--- src/sv/mcm_pkg.sv ---
// Shared types, constants and the square-root fraction table of the MIDI CC macro mapper.
// Used by the value lane, the output chain cell and the top level; depends on nothing.
`default_nettype none

package mcm_pkg;

    localparam int NUM_SLOTS_DEF = 6;

    localparam int ITEM_W     = 38;
    localparam int TDATA_W    = 40;
    localparam int CFG_IDX_W  = 8;
    localparam int CFG_DATA_W = 28;
    localparam int MAP_W      = 28;

    localparam logic [CFG_IDX_W-1:0] CFG_LISTEN_CC      = 8'd0;
    localparam logic [CFG_IDX_W-1:0] CFG_LISTEN_CHANNEL = 8'd1;
    localparam int                   CFG_MAP_BASE       = 2;

    localparam logic [6:0]       LISTEN_CC_RESET      = 7'd1;
    localparam logic [4:0]       LISTEN_CHANNEL_RESET = 5'd0;
    localparam logic [4:0]       LISTEN_ANY           = 5'd0;
    localparam logic [MAP_W-1:0] MAP_RESET            = 28'h3F80002;
    localparam logic [3:0]       CC_STATUS_HI         = 4'hB;
    localparam logic [6:0]       VALUE_MAX            = 7'd127;

    // Interpolation denominators, doubled divisors and reciprocals for rounding.
    localparam int               DEN_W    = 17;
    localparam logic [16:0]      DEN_LIN  = 17'd127;
    localparam logic [16:0]      DEN_SQ   = 17'd16129;
    localparam logic [16:0]      DEN_ROOT = 17'd65536;
    localparam logic [14:0]      DIV_LIN  = 15'd254;
    localparam logic [14:0]      DIV_SQ   = 15'd32258;
    localparam logic [14:0]      K_LIN    = 15'd129;
    localparam logic [14:0]      K_SQ     = 15'd130;
    localparam int               S_LIN    = 15;
    localparam int               S_SQ     = 22;
    localparam int               S_ROOT   = 17;

    typedef enum logic [1:0] {
        CURVE_LINEAR     = 2'd0,
        CURVE_SQUARE     = 2'd1,
        CURVE_ROOT       = 2'd2,
        CURVE_LINEAR_ALT = 2'd3
    } t_curve;

    typedef struct packed {
        t_curve     curve;
        logic [6:0] mx;
        logic [6:0] mn;
        logic [3:0] ch;
        logic [6:0] cc;
        logic       en;
    } t_map;

    typedef struct packed {
        logic [15:0] tm;
        logic [6:0]  d2;
        logic [6:0]  d1;
        logic [7:0]  status;
    } t_item;

    typedef struct packed {
        logic  last;
        logic  gen;
        t_item item;
    } t_result;

    typedef struct packed {
        logic    vld;
        t_result res;
    } t_cell;

    localparam int ROOT_ENTRIES = 128;
    typedef logic [15:0] t_root_table [ROOT_ENTRIES];

    // round(65536 * sqrt(x / 127)) by integer search, saturated to 16 bits.
    function automatic t_root_table build_root_table();
        t_root_table tab;
        logic [63:0] lim;
        logic [63:0] lo;
        logic [63:0] hi;
        logic [63:0] mid;
        logic [63:0] t;
        for (int x = 0; x < ROOT_ENTRIES; x++) begin
            lim = 64'(x) << 34;
            lo  = 64'd0;
            hi  = 64'd65536;
            for (int it = 0; it < 18; it++) begin
                if (lo < hi) begin
                    mid = (lo + hi + 64'd1) >> 1;
                    t   = (mid << 1) - 64'd1;
                    if (t * t * 64'd127 <= lim) begin
                        lo = mid;
                    end else begin
                        hi = mid - 64'd1;
                    end
                end
            end
            if (lo > 64'd65535) begin
                lo = 64'd65535;
            end
            tab[x] = 16'(lo);
        end
        return tab;
    endfunction

    localparam t_root_table ROOT_TABLE = build_root_table();

endpackage

`default_nettype wire

--- src/sv/mcm_lane.sv ---
// One value lane: maps a controller value through a slot's curve and range in three stages.
// Depends on mcm_pkg for the map word layout and the rounding constants.
`default_nettype none

module mcm_lane
    import mcm_pkg::*;
(
    input  wire logic        i_clk,
    input  wire logic        i_en,
    input  wire t_map        i_map,
    input  wire logic [6:0]  i_x,
    input  wire logic [13:0] i_sq,
    input  wire logic [15:0] i_root,
    output logic      [6:0]  o_value
);

    t_curve              c_kind;
    logic [15:0]         c_w;
    logic [DEN_W-1:0]    c_den;
    logic signed [7:0]   c_d;
    logic signed [24:0]  c_prod;
    logic [23:0]         c_base;
    logic [25:0]         c_num;
    logic [23:0]         n_m;
    logic [23:0]         r_m;
    t_curve              r_kind_c;

    logic [14:0]         d_k;
    logic [36:0]         d_p;
    logic [7:0]          n_qe;
    logic [7:0]          r_qe;
    logic [21:0]         r_m_d;
    t_curve              r_kind_d;

    logic [14:0]         e_div;
    logic [22:0]         e_prod;
    logic [22:0]         e_rem;
    logic [7:0]          e_q;
    logic [6:0]          n_value;
    logic [6:0]          r_value;

    // The numerator never goes negative because the weight never exceeds the denominator.
    always_comb begin
        case (i_map.curve)
            CURVE_SQUARE: begin
                c_kind = CURVE_SQUARE;
                c_w    = {2'b00, i_sq};
                c_den  = DEN_SQ;
            end
            CURVE_ROOT: begin
                c_kind = CURVE_ROOT;
                c_w    = i_root;
                c_den  = DEN_ROOT;
            end
            default: begin
                c_kind = CURVE_LINEAR;
                c_w    = {9'd0, i_x};
                c_den  = DEN_LIN;
            end
        endcase
        c_d    = $signed({1'b0, i_map.mx}) - $signed({1'b0, i_map.mn});
        c_prod = $signed({1'b0, c_w}) * c_d;
        c_base = 24'(i_map.mn) * 24'(c_den);
        c_num  = {2'b00, c_base} + {c_prod[24], c_prod};
        n_m    = {c_num[22:0], 1'b0} + 24'(c_den);
    end

    always_comb begin
        d_k = (r_kind_c == CURVE_SQUARE) ? K_SQ : K_LIN;
        d_p = 37'(r_m[21:0]) * 37'(d_k);
        case (r_kind_c)
            CURVE_SQUARE: n_qe = 8'(d_p >> S_SQ);
            CURVE_ROOT:   n_qe = 8'(r_m >> S_ROOT);
            default:      n_qe = 8'(d_p >> S_LIN);
        endcase
    end

    always_comb begin
        e_div  = (r_kind_d == CURVE_SQUARE) ? DIV_SQ : DIV_LIN;
        e_prod = 23'(r_qe) * 23'(e_div);
        e_rem  = {1'b0, r_m_d} - e_prod;
        e_q    = r_qe;
        if ((r_kind_d != CURVE_ROOT) && (e_rem >= 23'(e_div))) begin
            e_q = r_qe + 8'd1;
        end
        n_value = (e_q > 8'(VALUE_MAX)) ? VALUE_MAX : e_q[6:0];
    end

    always_ff @(posedge i_clk) begin
        if (i_en) begin
            r_m      <= n_m;
            r_kind_c <= c_kind;
            r_qe     <= n_qe;
            r_m_d    <= r_m[21:0];
            r_kind_d <= r_kind_c;
            r_value  <= n_value;
        end
    end

    assign o_value = r_value;

endmodule

`default_nettype wire

--- config.mk ---
export PLATFORM = sky130hd
export DESIGN_NAME = mcm_lane
export DESIGN_NICKNAME = d
export VERILOG_FILES = /design/src/sv/mcm_pkg.sv /design/src/sv/mcm_lane.sv
export SDC_FILE = /design/constraint.sdc
export NUM_CORES = 1
export LEC_CHECK = 0
export BUFFER_PORTS_ARGS = -buffer_cell sky130_fd_sc_hd__buf_2
export CORE_AREA = 2 2 217 262
export DETAILED_ROUTE_END_ITERATION = 8
export DIE_AREA = 0 0 219 264
export GPL_ROUTABILITY_DRIVEN = 0
export PLACE_DENSITY_LB_ADDON = 0.15
export SYNTH_ARGS = -nofsm -noshare
export SYNTH_HDL_FRONTEND = slang
export SYNTH_SLANG_ARGS = --single-unit
--- constraint.sdc ---
create_clock -name i_clk -period 11.7 [get_ports i_clk]
set_input_delay 1.17 -clock i_clk [delete_from_list [all_inputs] [get_ports i_clk]]
set_output_delay 1.17 -clock i_clk [all_outputs]
set_load 0.05 [all_outputs]
# == Word level (Yosys, flattened, before mapping) ==
# Cells that the tools add are included.
# totals
in_bits,67
word_cells,31
ff_bits,65
# classes
add_sub_neg,5
eq_ne,6
multipliers,4
order_cmp,2
n_reduce_logical,1
mux,7
# ops
cell,n
one-hot mux 17 bit (2 select lines),1
one-hot mux 16 bit (2 select lines),1
multiplier 22 x 8 -> 30 bit,1
adder 24 x 17 -> 24 bit,1
adder 23 bit,1
greater-or-equal comparator 23 x 15 -> 1 bit,1
multiplier 17 x 8 -> 23 bit,1
multiplier 7 x 17 -> 23 bit,1
multiplier 8 x 15 -> 23 bit,1
subtractor 22 x 23 -> 23 bit,1
one-hot mux 8 bit (2 select lines),1
2-to-1 mux 15 bit,1
adder 8 x 1 -> 8 bit (second input constant),1
greater-than comparator 8 x 7 -> 1 bit (second input constant),1
2-to-1 mux 8 bit,1
subtractor 7 x 7 -> 8 bit,1
equality test 2 x 1 -> 1 bit (second input constant),3
equality test 2 bit (second input constant),2
one-hot mux 2 bit (2 select lines),1
2-to-1 mux 2 bit,1
!= test 2 bit (second input constant),1
logical AND 1 bit,1

# == Depth between registers and ports, before layout ==
# depth
word_depth,8
mapped_depth,39
mapped_depth_nobuf,39

# == Least setup slack after synthesis ==
# OpenSTA, ideal clock, no wires.
# synth_timing
path_type,input-to-reg
start,in i_map[19] (netlist name)
end,reg r_m[23] (data pin)
path_stages,37
setup_ns,0.262
slack_ns,2.539
n_path_buf,0
t_arrival_ns,8.899
path_cell_list,inv_1 > ha_1 > inv_1 > fa_1 > nand2_1 > nand2_1 > a21oi_1 > o21bai_1 > a21oi_1 > xnor2_1 > nand2_1 > fa_1 > fa_1 > inv_1 > fa_1 > fa_1 > fa_1 > inv_1 > fa_1 > inv_1 > ha_1 > o21a_1 > o31a_1 > o21a_1 > nor2_1 > o21bai_1 > a21oi_1 > xnor2_1 > ha_1 > or3_1 > or3_1 > o21ai_0 > a21oi_1 > a41o_1 > nand4_1 > nor3b_1 > xnor2_1
# synth_between
elab_chain_cells,4
# synth_rtl
item,line,source
start: declaration,mcm_lane.sv:10,"input wire t_map i_map,"
subtractor 7 x 7 -> 8 bit,mcm_lane.sv:61,"c_d = $signed({1'b0, i_map.mx}) - $signed({1'b0, i_map.mn});"
multiplier 17 x 8 -> 23 bit,mcm_lane.sv:62,"c_prod = $signed({1'b0, c_w}) * c_d;"
adder 23 bit,mcm_lane.sv:64,"c_num = {2'b00, c_base} + {c_prod[24], c_prod};"
adder 24 x 17 -> 24 bit,mcm_lane.sv:65,"n_m = {c_num[22:0], 1'b0} + 24'(c_den);"
named net n_m[23],mcm_lane.sv:24,logic [23:0] n_m;
end signal: assignment,mcm_lane.sv:91,r_m <= n_m;
end: declaration,mcm_lane.sv:25,logic [23:0] r_m;
# The timed path passes the listed nets, and every way through them passes these cells.
# A chain may end at the register's enable or synchronous reset.

# == Final worst setup path ==
# layout_timing
start,in i_map[13] (netlist name)
end,reg r_m[23] (data pin)
# layout_between
elab_chain_cells,4
word_cells_on_any_way,5
# layout_rtl
item,line
subtractor 7 x 7 -> 8 bit,mcm_lane.sv:61
multiplier 17 x 8 -> 23 bit,mcm_lane.sv:62
adder 23 bit (*),mcm_lane.sv:64
adder 24 x 17 -> 24 bit (*),mcm_lane.sv:65
named net n_m[23],mcm_lane.sv:24
# Mark *: on every way through the listed nets, which the timed path passes. The rest lies on a longest branch.

==> summary.log <==
qor: outcome.outcome complete, no violations
qor: setup_path.cp_max_fo 9
qor: setup_path.critPathLaunch i_map[13]
qor: sta.fmax 0.09959 GHz
qor: synth.synth-seq-area-share 0.1226
qor: setup_path.critPathBufInv 6
qor: setup_path.worst_path_max_delay_cell sky130_fd_sc_hd__clkinv_1
qor: clock_tree.cts_tree yes
qor: finish.diodes 0
qor: sta.fin_worst_skew 0.003983 ns
qor: setup_path.critPathMostFrequentCell sky130_fd_sc_hd__fa_1
qor: global_route.globalRouteOverflowTotal 0
qor: finish.most_used_cells_in_the_layout_excluding_fill_and_tap_cells sky130_fd_sc_hd__inv_1 (431), sky130_fd_sc_hd__fa_1 (255), sky130_fd_sc_hd__ha_1 (223)
qor: synth.ys_warn_count 0
qor: setup_path.cp_data_arrival_time 10.14 ns
qor: synth.synth-edff-count 65
qor: synth.synth_simple_gate_area_frac 0.1121
qor: synth.postSynthAreaPerCell 9.177 µm²
qor: sta.worst_slew_margin_rel 0.1523
qor: hold_path.worstHoldPathType reg -> reg
qor: route.routed_wire_length_per_instance 15.14 µm
qor: synth.syn_std_cell_area 15920 µm²
qor: floorplanning.io_pins 74
qor: clock_tree.post_cts_buffers 0
qor: floorplanning.core_area 55390 µm²
qor: clock_tree.clk_pin_slew 0.05 ns
qor: hold_path.min-delay-start r_kind_c[0]
qor: synth.synthTopCellsByArea sky130_fd_sc_hd__fa_1 (32%), sky130_fd_sc_hd__ha_1 (18%), sky130_fd_sc_hd__edfxtp_1 (12%), sky130_fd_sc_hd__inv_1 (10%), sky130_fd_sc_hd__xnor2_1 (3.2%)
qor: job.maxCapViolations 0
qor: route.drc_errors 0
qor: synth.post_synth_xor_area_fraction 0.04565
qor: route.route.detailed.vias_per_inst 4.470
qor: placement.half_perimeter_wire_length_of_the_detailed_placement_result 34090 µm
qor: route.firstDrtPassIters 5
qor: synth.synth_cell_type_count 66
qor: clock_tree.clk-insertion-delay-late 0.35 ns
qor: sta.worstMarginPinSlew 1.240 ns
qor: synth.yosysTopAreaCell sky130_fd_sc_hd__fa_1
qor: route.route.antenna.remaining_nets 0
qor: sta.setup_viol 0
qor: route.totalWireLength 38440 µm
qor: global_route.grt_first_pass_wirelength 63870 µm
qor: global_route.grt_pass1_vias 12.42k
qor: sta.layout_worst_path_cycle_share 0.8582
qor: floorplanning.start_util 0.2875
qor: route.drt_iter0_drc 394
qor: sta.rsz0062_at_grt false
qor: synth.yosys-mux-area-fraction 0.01737
qor: placement.portBuffers 61
qor: floorplanning.number_of_cell_rows 95
qor: placement.place_ws 1.294 ns
qor: finish.number_of_nets_at_the_end_of_the_flow 2353
qor: clock_tree.tritoncts.num_buffers 9
qor: setup_path.startpoint_type input port
qor: synth.synth_compound_area_frac 0.09767
qor: floorplanning.die_h 264 µm
qor: clock_tree.clock-sinks 65
qor: synth.postSynthRegisterBits 65
qor: floorplanning.dieArea 57820 µm²
qor: global_route.grt_antenna_before_repair 0
qor: setup_path.r2r-start r_kind_d[0]
qor: synth.async_reset_ff_frac 0
qor: synth.netlist_instances 1735
qor: clock_tree.post_cts.resized_instances 0
qor: finish.layout.cells.most_common sky130_fd_sc_hd__inv_1
qor: setup_path.crit_family adder cells
qor: finish.area_delta_synth_final 9.445%
qor: global_route.grt_max_degree 66
qor: clock_tree.htree_levels 3
qor: setup_path.required 11.80 ns
qor: sta.final.hold.worst_slack 0.5093 ns
qor: global_route.global_route.usage.total 0.1401
qor: synth.dominantRegCellSynth sky130_fd_sc_hd__edfxtp_1
qor: sta.layout_setup_ws 1.658 ns
qor: setup_path.critical_path.max_stage_delay 0.58 ns
qor: clock_tree.cts_root_buf sky130_fd_sc_hd__clkbuf_16
qor: clock_tree.cts_buffer_depth 2
qor: sta.final.setup.tns 0 ns
qor: clock_tree.cts.hold.buffers_added 0
qor: floorplanning.die_width 219 µm
qor: finish.fill_cells 5910
qor: setup_path.worst-setup-path-type in -> reg
qor: synth.synthDominantCellAreaShare 0.3206
qor: sta.final-hold-violation-count 0
qor: finish.drive_gt1_frac 0.06788
qor: sta.drv_slew 0
qor: sta.timing.final.crit_period 10.04 ns
qor: setup_path.setup.worst_path.end_class register
qor: synth.synth_adder_area_share 0.4958
qor: synth.synth_top_family_by_area adder cells
qor: route.routed-via-count 11.35k
==> path summary, 6_finish.rpt <==
| check | depth (start not counted) | slack (ns) | end |
|---|---|---|---|
| hold reg to reg | 0 | 0.51 | r_kind_d[0] |
| setup / recovery | 36 | 1.66 | r_m[23] |
| hold / removal | 0 | 0.51 | r_kind_d[0] |
| setup reg to reg | 25 | 1.83 | o_value[3] |
==> state kept, by name (all words and copies together) (netlist names) <==
signal    flops
r_m          24
r_m_d        22
r_qe          8
r_kind_c      2
r_kind_d      2
o_value       7
==> per-layer routing <==
layer | vias to the layer above | track usage | wire [µm]
li1 | 5624 | - | -
met1 | 5511 | 0.1594 | 15920
met2 | 165 | 0.2696 | 20680
met3 | 50 | 0.01094 | 673
met4 | 0 | 0.05022 | 1168
met5 | - | 0 | 0
==> synthesized netlist by cell type (all sizes together), types with 21 or more instances <==
master and n:
nand2 137, clkbuf 21, xor2 24, nor2 129, mux2 21, ha 223
a21oi 65, xnor2 59, inv 431, o21ai 48, edfxtp 65, fa 255
==> area by class of cell <==
cell class | count | area, µm² | share of cell area
Tap cell | 727 | 909.6 | 0.05220
Inverter | 433 | 1625 | 0.09327
Timing Repair Buffer | 66 | 342.8 | 0.01967
Clock buffer | 10 | 229.0 | 0.01314
Multi-Input combinational cell | 1233 | 12320 | 0.7070
Clock inverter | 5 | 47.55 | 0.002728
Sequential cell | 65 | 1952 | 0.1120
==> cells by family after synthesis <==
group,after synthesis
AOI/OAI and AO/OA,235
xor gates and xnor gates,83
adders and majority gates,478
buffers and inverters,457
DFF,65
muxes,25
other,2
and+or+nand+nor,390
==> metrics by stage <==
| step | instances | util | area (µm²) |
|---|---|---|---|
| floorplan | 1755 | - | 16000 |
| detailed placement | 2524 | 0.3096 | 17150 |
| global route | 2539 | 0.3146 | 17430 |
| global placement | 2524 | 0.3096 | 17150 |
| finish | 2539 | 0.3146 | 17430 |
| CTS | 2539 | 0.3146 | 17430 |
Power is left out: the tool's default activity adds up to more than one toggle a clock period on the data nets, which glitch-free logic cannot reach.
