<file path="src/sv/mcm_pkg.sv">
// Shared types, constants and the square-root fraction table of the MIDI CC macro mapper.
// Used by the value lane, the output chain cell and the top level; depends on nothing.
`default_nettype none

package mcm_pkg;

    localparam int NUM_SLOTS_DEF = 6;

    localparam int ITEM_W     = 38;
    localparam int TDATA_W    = 40;
    localparam int CFG_IDX_W  = 8;
    localparam int CFG_DATA_W = 28;
    localparam int MAP_W      = 28;

    localparam logic [CFG_IDX_W-1:0] CFG_LISTEN_CC      = 8'd0;
    localparam logic [CFG_IDX_W-1:0] CFG_LISTEN_CHANNEL = 8'd1;
    localparam int                   CFG_MAP_BASE       = 2;

    localparam logic [6:0]       LISTEN_CC_RESET      = 7'd1;
    localparam logic [4:0]       LISTEN_CHANNEL_RESET = 5'd0;
    localparam logic [4:0]       LISTEN_ANY           = 5'd0;
    localparam logic [MAP_W-1:0] MAP_RESET            = 28'h3F80002;
    localparam logic [3:0]       CC_STATUS_HI         = 4'hB;
    localparam logic [6:0]       VALUE_MAX            = 7'd127;

    // Interpolation denominators, doubled divisors and reciprocals for rounding.
    localparam int               DEN_W    = 17;
    localparam logic [16:0]      DEN_LIN  = 17'd127;
    localparam logic [16:0]      DEN_SQ   = 17'd16129;
    localparam logic [16:0]      DEN_ROOT = 17'd65536;
    localparam logic [14:0]      DIV_LIN  = 15'd254;
    localparam logic [14:0]      DIV_SQ   = 15'd32258;
    localparam logic [14:0]      K_LIN    = 15'd129;
    localparam logic [14:0]      K_SQ     = 15'd130;
    localparam int               S_LIN    = 15;
    localparam int               S_SQ     = 22;
    localparam int               S_ROOT   = 17;

    typedef enum logic [1:0] {
        CURVE_LINEAR     = 2'd0,
        CURVE_SQUARE     = 2'd1,
        CURVE_ROOT       = 2'd2,
        CURVE_LINEAR_ALT = 2'd3
    } t_curve;

    typedef struct packed {
        t_curve     curve;
        logic [6:0] mx;
        logic [6:0] mn;
        logic [3:0] ch;
        logic [6:0] cc;
        logic       en;
    } t_map;

    typedef struct packed {
        logic [15:0] tm;
        logic [6:0]  d2;
        logic [6:0]  d1;
        logic [7:0]  status;
    } t_item;

    typedef struct packed {
        logic  last;
        logic  gen;
        t_item item;
    } t_result;

    typedef struct packed {
        logic    vld;
        t_result res;
    } t_cell;

    localparam int ROOT_ENTRIES = 128;
    typedef logic [15:0] t_root_table [ROOT_ENTRIES];

    // round(65536 * sqrt(x / 127)) by integer search, saturated to 16 bits.
    function automatic t_root_table build_root_table();
        t_root_table tab;
        logic [63:0] lim;
        logic [63:0] lo;
        logic [63:0] hi;
        logic [63:0] mid;
        logic [63:0] t;
        for (int x = 0; x < ROOT_ENTRIES; x++) begin
            lim = 64'(x) << 34;
            lo  = 64'd0;
            hi  = 64'd65536;
            for (int it = 0; it < 18; it++) begin
                if (lo < hi) begin
                    mid = (lo + hi + 64'd1) >> 1;
                    t   = (mid << 1) - 64'd1;
                    if (t * t * 64'd127 <= lim) begin
                        lo = mid;
                    end else begin
                        hi = mid - 64'd1;
                    end
                end
            end
            if (lo > 64'd65535) begin
                lo = 64'd65535;
            end
            tab[x] = 16'(lo);
        end
        return tab;
    endfunction

    localparam t_root_table ROOT_TABLE = build_root_table();

endpackage

`default_nettype wire

</file>
<file path="src/sv/mcm_cell.sv">
// One cell of the output chain: holds one result and passes it toward the output port.
// Depends on mcm_pkg for the cell and result types.
`default_nettype none

module mcm_cell
    import mcm_pkg::*;
(
    input  wire logic  i_clk,
    input  wire logic  i_rst_n,
    input  wire logic  i_load,
    input  wire t_cell i_load_cell,
    input  wire t_cell i_up,
    input  wire logic  i_down_free,
    output t_cell      o_cell,
    output logic       o_free
);

    logic    r_vld;
    logic    n_vld;
    t_result r_res;
    t_result n_res;

    // The cell is empty or hands its result on, so it may take its upstream neighbor's.
    assign o_free = !r_vld | i_down_free;

    always_comb begin
        n_vld = r_vld;
        n_res = r_res;
        if (i_load) begin
            n_vld = i_load_cell.vld;
            n_res = i_load_cell.res;
        end else if (o_free) begin
            n_vld = i_up.vld;
            n_res = i_up.res;
        end
    end

    always_ff @(posedge i_clk) begin
        if (!i_rst_n) begin
            r_vld <= 1'b0;
        end else begin
            r_vld <= n_vld;
        end
    end

    always_ff @(posedge i_clk) begin
        r_res <= n_res;
    end

    assign o_cell = '{vld: r_vld, res: r_res};

endmodule

`default_nettype wire

</file>
<file path="config.mk">
export PLATFORM = sky130hd
export DESIGN_NAME = mcm_cell
export DESIGN_NICKNAME = d
export VERILOG_FILES = /design/src/sv/mcm_pkg.sv /design/src/sv/mcm_cell.sv
export SDC_FILE = /design/constraint.sdc
export NUM_CORES = 1
export LEC_CHECK = 0
export ABC_AREA = 1
export BUFFER_PORTS_ARGS = -buffer_cell sky130_fd_sc_hd__buf_2
export CAP_MARGIN = 25
export CORE_MARGIN = 1.5
export CORE_UTILIZATION = 35
export DETAILED_ROUTE_END_ITERATION = 7
export PLACE_DENSITY = 0.82
export SLEW_MARGIN = 20
export SYNTH_ARGS = -nofsm -noshare
export SYNTH_HDL_FRONTEND = slang
export SYNTH_SLANG_ARGS = --single-unit
export TNS_END_PERCENT = 50
</file>
<file path="constraint.sdc">
create_clock -name i_clk -period 3.3 [get_ports i_clk]
set_clock_uncertainty 0.05 [all_clocks]
set_input_delay 0.66 -clock i_clk [delete_from_list [all_inputs] [get_ports i_clk]]
set_output_delay 0.66 -clock i_clk [all_outputs]
set_load 0.005 [all_outputs]
</file>
* Word level (Yosys, flattened, before mapping)
Index checks and enable logic that the tools add are counted.
** Word-level totals
- Flip-flop bits (word level) :: 41
- Input port bits :: 86
- Output and inout bits :: 42
- Word-level logic and storage cells :: 14
** Operators by class
- Multiplexer cells :: 4
- Bitwise operators :: 1
- Reduce and logical (&&, ||, !) cells :: 2
** Operators by type and width (number)
- 40-bit two-way mux :: 2
- 1-bit two-way mux :: 2
- 2-bit nonzero test :: 1
- 1-bit logical NOT :: 1
- 1-bit OR :: 1

* Logic depth before layout (Yosys ltp)
Gate-level depths: netlist (run 1).
- Word-level depth :: 4
- Depth in mapped cells :: 5

* Least setup slack after synthesis (run 1)
OpenSTA, ideal clock, no wires.
- Path type :: input-to-reg
- Start :: input i_load
- End :: register r_res, in the netlist o_cell[0] (enable)
- Setup time :: 493 ps
- Data arrival time :: 1407 ps
- Required time :: 2757 ps
- Setup slack :: 1350 ps
- Stages :: 3
- Buffers on the path :: 1
- Cells stage by stage :: buf_6 -> inv_8 -> nand3_2
** On the way
- Cells in the longest elaborated chain, start to end :: 1
** Ends and longest elaborated chain
- start: declaration :: RTL line mcm_cell.sv:10 : input wire logic i_load,
- 2-bit nonzero test (no source line)
- end signal: assignment :: RTL line mcm_cell.sv:47 : r_res <= n_res;
- end: declaration :: RTL line mcm_cell.sv:20 : t_result r_res;
No other way between the ends.
A chain may end at the register's enable or synchronous reset.

* Worst setup path in the final report (run 1)
- Start :: input i_load
- End :: register r_res, in the netlist o_cell[8] (enable)
The elaborated chain is that of the path after synthesis.

==> results of run 1 <==
[final cells by class]
| type | instances | area, sq um |
|---|---|---|
| clock buffer | 8 | 90.1 |
| tap | 70 | 87.6 |
| sequential | 41 | 1220 |
| timing repair buffer | 129 | 671 |
| fill | 462 | 2490 |
| inverter | 5 | 26.3 |
| multi-input combinational | 126 | 484 |
[layer usage]
layer / global-route usage / routed length, um / vias to the layer above
li1: - / - / 826
met1: 0.123 / 1470 / 669
met2: 0.253 / 2020 / 80
met3: 0.0476 / 334 / 4
met4: 0.0456 / 46 / 0
met5: 0 / 0 / -
[synth_stat cells]
cell,n
a21oi_2,1
buf_4,5
buf_6,4
buf_8,1
dfxtp_1,1
edfxtp_1,40
inv_1,4
inv_8,1
nand2_1,124
nand3_2,1
[flip-flops by register name (all words and copies together) (netlist names)]
| register | count |
|---|---|
| r_vld | 1 |
| o_cell | 40 |
[power by group through the flow]
stage	Sequential [mW]	Clock [mW]	Combinational [mW]
detailed placement	0.648	0	0.167
global placement	0.646	0	0.162
CTS	0.637	0.334	0.167
floorplan	0.656	0	0.0642
global route	0.640	0.353	0.192
finish	0.636	0.318	0.167
[worst min-delay path by stage]
stage	from	to	slack, ns	cells after the start
global route	i_rst_n	r_vld	0.55	3
floorplan	i_rst_n	r_vld	0.73	2
global placement	i_rst_n	r_vld	0.84	3
detailed placement	i_rst_n	r_vld	0.85	3
finish	i_rst_n	r_vld	0.56	3
CTS	i_rst_n	r_vld	0.55	3
[logic make-up (layout without fill, tap and decap cells)]
logic type | count (synthesis) | after routing | synth area share
simple gates | 125 | 125 | 0.260
compound gates | 1 | 1 | 0.00479
buf+inv | 15 | 142 | 0.0677
flops | 41 | 41 | 0.668
[worst min-delay path: cells and delay by family]
family / cells / cell delay [ns]
compound gates: 1 / 0.03
buf+inv: 2 / 0.14
[metrics by stage]
stage / total power, mW / hold slack, ns
3_3_place_gp: 0.808 / 0.842
4_1_cts: 1.14 / 0.548
2_1_floorplan: 0.720 / 0.732
6_report: 1.12 / 0.556
5_1_grt: 1.19 / 0.551
3_5_place_dp: 0.815 / 0.851
==> results_dict.tcl, run 1 <==
set metrics [dict create \
    fin_area_sq_um 2580 \
    layout_common_cells "buf_2 (127), nand2_1 (124), edfxtp_1 (40)" \
    post_cts_buffers 0 \
    internal-power_mw 0.881 \
    start_util 0.360 \
    dp.cells 370 \
    power_frac_clock 0.284 \
    rsz0062_at_grt "false" \
    path_cells "buf_2, inv_8, nand3_2, buf_16" \
    yosysTopAreaCellShare 0.657 \
    finalWirelength_um 3870 \
    avgSynthCellArea_sq_um 10.1 \
    io_buffer_count 127 \
    grt_usage 0.130 \
    synth_warnings 0 \
    critical_path_required_ns 3.28 \
    fin_util 0.508 \
    r2r-end "o_cell[8]" \
    peakVddDrop_v 0.000181 \
    wl_per_cell_um 10.2 \
    postRouteAntennaNets 0 \
    critical_path_class "input pin to flip-flop" \
    synth.distinct_cells 10 \
    overflow 0 \
    grt_pass1_wl_um 5530 \
    p_switching_mw 0.240 \
    clock_path_buffers 2 \
    tightest_slew_ns 0.575 \
    post_drt_via_cell_ratio 4.17 \
    vias 1579 \
    crit_fanout 42 \
    core-area_sq_um 5070 \
    period_share 0.570 \
    layout_commonest_cell "buf_2" \
    cts_tree "done" \
    die_area_sq_um 5670 \
    syn_to_final_growth_pct 41.0 \
    cp-startpoint "i_load" \
    hold_path.class "input pin to flip-flop" \
    max_cap_violations 0 \
    synthCells 182 \
    clk-insertion-delay-late_ns 0.27 \
    globalplace.congestion 0.662 \
    slowest_stage "nand3_2" \
    yosysTopAreaCell "edfxtp_1" \
    place_area_sq_um 2460 \
    maxSlewHeadroom 0.616 \
    rows 26 \
    ys_ff_latch 41 \
    hold_violations 0 \
    drt_iter0_markers 58 \
    antenna_found_initial 0 \
    first_pass_iters 4 \
    die_h_um 75.3 \
    antenna_cells 0 \
    fin_setup_tns_ns 0 \
    path_delay_family "buffers and inverters" \
    synth_area_leaders "edfxtp_1 (66%), nand2_1 (25%), buf_6 (2.5%), buf_4 (2.1%), dfxtp_1 (1.1%)" \
    p_leak_nw 1.40 \
    dp_hpwl_um 2840 \
    reg2reg_setup_slack_ns 1.79 \
    syn_area_sq_um 1830 \
    fmax_mhz 532 \
    cp.arrival_ns 1.86 \
    setup_viol 0 \
    hold_buffers 0 \
    ioPinCount 128 \
    cts_root_buffer "clkbuf_8" \
    stdcell_count 379 \
    drcViolationCount 0 \
    ff2ff_path_depth 2 \
    switching_share 0.214 \
    clk_pin_slew_worst_paths_ns 0.07 \
    p_comb_frac 0.149 \
    cts_buffers 5 \
    start_kind "input pin" \
    ys_seq_area_frac 0.668 \
    slew_viol_final 0 \
    htree_levels 2 \
    ctsResizeCount 0 \
    seqPwrFrac 0.567 \
    final_layout_size_suffix_gt1_frac 0.447 \
    crit_buf_inv 3 \
    status "finished, final reports clean" \
    syn_nets 268 \
    cts.sinks 41 \
    grt_max_degree 43 \
    first_global_vias 1388 \
    finalNetCount 394 \
    period_needed_ns 1.88 \
    dpl_worst_slack_ns 0.815 \
    cp-end-kind "flip-flop" \
    cp.depth 4 \
    critical_path.max_stage_delay_ns 0.50 \
    endpoint "o_cell[8]" \
    p_per_area_nw_per_um2 434 \
    die_width_um 75.3 \
    finalWorstSetupSlack_ns 1.42 \
    reg2reg_from "r_vld" \
]
No activity file was read; power rests on OpenSTA's default activity.
==> run 2, diff against run 1 <==
- clock period: 3.3 -> 1.9 ns (I/O delays scaled with it)
==> run 2 against run 1 <==
Compared with the run above: die area unchanged; core utilization down 0.20 points; design area down 0.39%; total power up 71%; cell count up 0.26%; clock power up 63%; hold slack worse by 0.27 ns; worst setup slack worse by 0.82 ns; routed wire length up 2.9%; critical endpoint is now o_free; largest cell class unchanged; largest power group unchanged; highest routed layer unchanged.
==> results_dict.tcl, run 2 (same netlist as run 1, synthesis figures left out) <==
set metrics [dict create \
    die_h_um 75.3 \
    final_layout_size_suffix_gt1_frac 0.445 \
    p_switching_mw 0.420 \
    peakVddDrop_v 0.000373 \
    hold_buffers 0 \
    critical_path_required_ns 1.47 \
    core-area_sq_um 5070 \
    post_drt_via_cell_ratio 4.27 \
    setup_viol 0 \
    clk-insertion-delay-late_ns 0.28 \
    io_buffer_count 127 \
    place_area_sq_um 2490 \
    start_kind "flip-flop" \
    hold_violations 0 \
    drcViolationCount 0 \
    wl_per_cell_um 10.5 \
    finalWirelength_um 3980 \
    fillers 485 \
    cts_root_buffer "clkbuf_8" \
    dp.cells 372 \
    cts.sinks 41 \
    syn_to_final_growth_pct 40.5 \
    grt_max_degree 42 \
    path_cells "nand2_1, buf_2" \
    max_cap_violations 0 \
    antenna_found_initial 0 \
    ioPinCount 128 \
    critical_path.max_stage_delay_ns 0.40 \
    slew_viol_final 0 \
    grt_pass1_wl_um 5950 \
    die_area_sq_um 5670 \
    period_share 0.684 \
    finalNetCount 395 \
    ctsResizeCount 0 \
    period_needed_ns 1.30 \
    htree_levels 2 \
    antenna_cells 0 \
    fmax_mhz 769 \
    crit_buf_inv 1 \
    layout_commonest_cell "buf_2" \
    cp-end-kind "output pin" \
    hold_path.class "input pin to flip-flop" \
    fin_area_sq_um 2570 \
    dp_hpwl_um 2890 \
    seqPwrFrac 0.577 \
    critical_path_class "flip-flop to output pin" \
    p_per_area_nw_per_um2 745 \
    status "finished, final reports clean" \
    start_util 0.360 \
    layout_common_cells "buf_2 (127), nand2_1 (124), edfxtp_1 (40)" \
    slowest_stage "dfxtp_1" \
    crit_fanout 3 \
    rsz0062_at_grt "false" \
    overflow 0 \
    cp.arrival_ns 0.87 \
    power_frac_clock 0.271 \
    globalplace.congestion 0.674 \
    multi_input_area_sq_um 484 \
    fin_hold_ws_ns 0.284 \
    first_global_vias 1414 \
    clock_path_buffers 2 \
    vias 1621 \
    p_comb_frac 0.152 \
    maxSlewHeadroom 0.721 \
    p_leak_nw 1.40 \
    power_mw 1.91 \
    clk_pin_slew_worst_paths_ns 0.07 \
    post_cts_buffers 0 \
    first_pass_iters 4 \
    drt_iter0_markers 56 \
    stdcell_count 380 \
    die_width_um 75.3 \
    rows 26 \
    postRouteAntennaNets 0 \
    switching_share 0.219 \
    tightest_slew_ns 0.418 \
    largest_register_ffs 40 \
    cts_buffers 5 \
    internal-power_mw 1.49 \
    fin_util 0.506 \
    path_delay_family "flip-flops" \
    dpl_worst_slack_ns 0.532 \
    cts_tree "done" \
    grt_usage 0.140 \
    area.sequential_sq_um 1220 \
    finalWorstSetupSlack_ns 0.600 \
    fin_setup_tns_ns 0 \
]
[run 2: cell count changes in the layout (fill, tap and decap cells not counted), sizes merged]
cell and delta:
buf +1
[run 2: power by group through the flow]
stage                     Clock (mW)  Sequential, mW  Combinational, mW
after floorplan                    0            1.14              0.111
after global placement             0            1.12              0.288
after detailed placement           0            1.13              0.296
after CTS                      0.541            1.11              0.297
after global routing           0.582            1.11              0.340
final                          0.519            1.10              0.292
[run 2: worst register-to-register path, stage by stage (launching register included)]
cell and delay [ns]:
dfxtp_1 0.40, nand3_2 0.21, buf_12 0.25
[run 2: area by class of cell]
class	count	area share
Clock buffer	8	0.0312
Sequential cell	41	0.475
Multi-Input combinational cell	126	0.188
Tap cell	70	0.0341
Inverter	5	0.0102
Timing Repair Buffer	130	0.261
[run 2: path summary, 6_finish.rpt]
kind         cells after the start    endpoint  slack [ns]     from
max                              2      o_free        0.60    r_vld
min                              3       r_vld        0.28  i_rst_n
max reg2reg                      2  o_cell[29]        0.72    r_vld
min reg2reg                      2       r_vld        0.60    r_vld
[run 2: per-layer routing]
layer,up-vias,GRT usage,share of wire
li1,826,-,-
met1,713,0.158,0.41
met2,80,0.260,0.50
met3,2,0.0278,0.079
met4,0,0.0496,0.0073
met5,-,0,0
==> run 3, diff against run 2 <==
- clock period: 1.9 -> 1.3 ns (I/O delays scaled with it)
==> run 3 against run 2 <==
Compared with the run above: sequential share of layout area decreased by 0.93 points; critical path depth stayed put; design area increased by 2.0%; core utilization rose by 1.0 points; critical endpoint unchanged; highest routed layer unchanged.
==> results_dict.tcl, run 3 (same netlist as run 1, synthesis figures left out) <==
set metrics [dict create \
    status "finished, final reports clean" \
    die_h_um 75.3 \
    period_needed_ns 1.19 \
    drt_iter0_markers 36 \
    cts_tree "done" \
    overflow 0 \
    hold_buffers 0 \
    power_mw 2.94 \
    grt_pass1_wl_um 5920 \
    cts_root_buffer "clkbuf_8" \
    drcViolationCount 0 \
    core-area_sq_um 5070 \
    tightest_slew_ns 0.267 \
    die_area_sq_um 5670 \
    slew_viol_final 0 \
    p_leak_nw 1.42 \
    globalplace.congestion 0.738 \
    io_buffer_count 127 \
    peakVddDrop_v 0.000479 \
    cp.arrival_ns 0.88 \
    antenna_found_initial 0 \
    ctsResizeCount 0 \
    final_layout_size_suffix_gt1_frac 0.460 \
    clock_path_buffers 2 \
    htree_levels 2 \
    setup_viol 0 \
    hold_path.class "input pin to flip-flop" \
    postRouteAntennaNets 0 \
    cp-end-kind "output pin" \
    start_kind "flip-flop" \
    p_per_area_nw_per_um2 1120 \
    cts.sinks 41 \
    crit_fanout 3 \
    wl_per_cell_um 10.7 \
    period_share 0.913 \
    layout_commonest_cell "buf_2" \
    rsz0062_at_grt "false" \
    dp_hpwl_um 3170 \
    die_width_um 75.3 \
    met2_length_um 2170 \
    syn_to_final_growth_pct 43.3 \
    antenna_cells 0 \
    fmax_mhz 843 \
    dpl_worst_slack_ns 0.128 \
    vias 1608 \
    fin_setup_tns_ns 0 \
    grt_max_degree 27 \
    critical_path_class "flip-flop to output pin" \
    start_util 0.360 \
    layout_common_cells "buf_2 (127), nand2_1 (124), edfxtp_1 (40)" \
    fillers 478 \
    grt_usage 0.141 \
    highest_layer "met4" \
    first_global_vias 1385 \
    first_pass_iters 4 \
    post_drt_via_cell_ratio 4.20 \
    cts_buffers 5 \
    rows 26 \
    hold_violations 0 \
    maxSlewHeadroom 0.822 \
    drt-met1-wl_um 1490 \
    post_cts_buffers 0 \
    finalWirelength_um 4090 \
    met3_length_um 362 \
    largest_register_ffs 40 \
    finalNetCount 398 \
    clk_pin_slew_worst_paths_ns 0.07 \
    critical_path_required_ns 0.99 \
    clk-insertion-delay-late_ns 0.28 \
    stdcell_count 383 \
    max_cap_violations 0 \
    dp.cells 375 \
    ioPinCount 128 \
    finalWorstSetupSlack_ns 0.114 \
]
[run 3: cell types whose count changed in the layout (fill, tap and decap cells not counted), sizes merged]
cell	delta
clkinv	+1
clkbuf	-1
buf	+3
[run 3: path summary, 6_finish.rpt]
path                               from    endpoint  slack [ns]  cells after the start
worst max register to register    r_vld   o_cell[8]        0.23                      2
worst max-delay path              r_vld      o_free        0.11                      2
worst min-delay path            i_rst_n       r_vld        0.14                      3
worst min register to register    r_vld  o_cell[39]        0.71                      2
[run 3: critical path: stages, from the launching register on]
cell,delay [ns]
dfxtp_1,0.40
nand2_1,0.07
buf_2,0.13
[run 3: where the power goes]
group          internal (mW)  total [mW]  switching, mW
registers               1.58        1.61         0.0265
clock network          0.480       0.889          0.410
logic                  0.224       0.439          0.215
[run 3: layout make-up]
type | instances | area, sq um | share of cell area
clock buffers | 7 | 96.3 | 0.0368
clock inverters | 1 | 5.00 | 0.00191
inverters | 5 | 26.3 | 0.0100
multi-input cells | 126 | 492 | 0.188
flip-flops and latches | 41 | 1220 | 0.466
well taps | 70 | 87.6 | 0.0334
repair buffers | 133 | 693 | 0.264
[run 3: routing by layer]
layer,GRT usage,up-vias
met2,0.259,72
met1,0.142,698
met5,0,-
li1,-,832
met3,0.0542,6
met4,0.0575,0
[run 3: through the flow]
| stage | hold slack, ns | utilization | cell area (sq um) |
|---|---|---|---|
| 4_1_cts | 0.132 | 0.517 | 2620 |
| 2_1_floorplan | 0.332 | - | 1840 |
| 3_5_place_dp | 0.442 | 0.497 | 2520 |
| 6_report | 0.144 | 0.517 | 2620 |
| 3_3_place_gp | 0.437 | 0.497 | 2520 |
| 5_1_grt | 0.140 | 0.517 | 2620 |
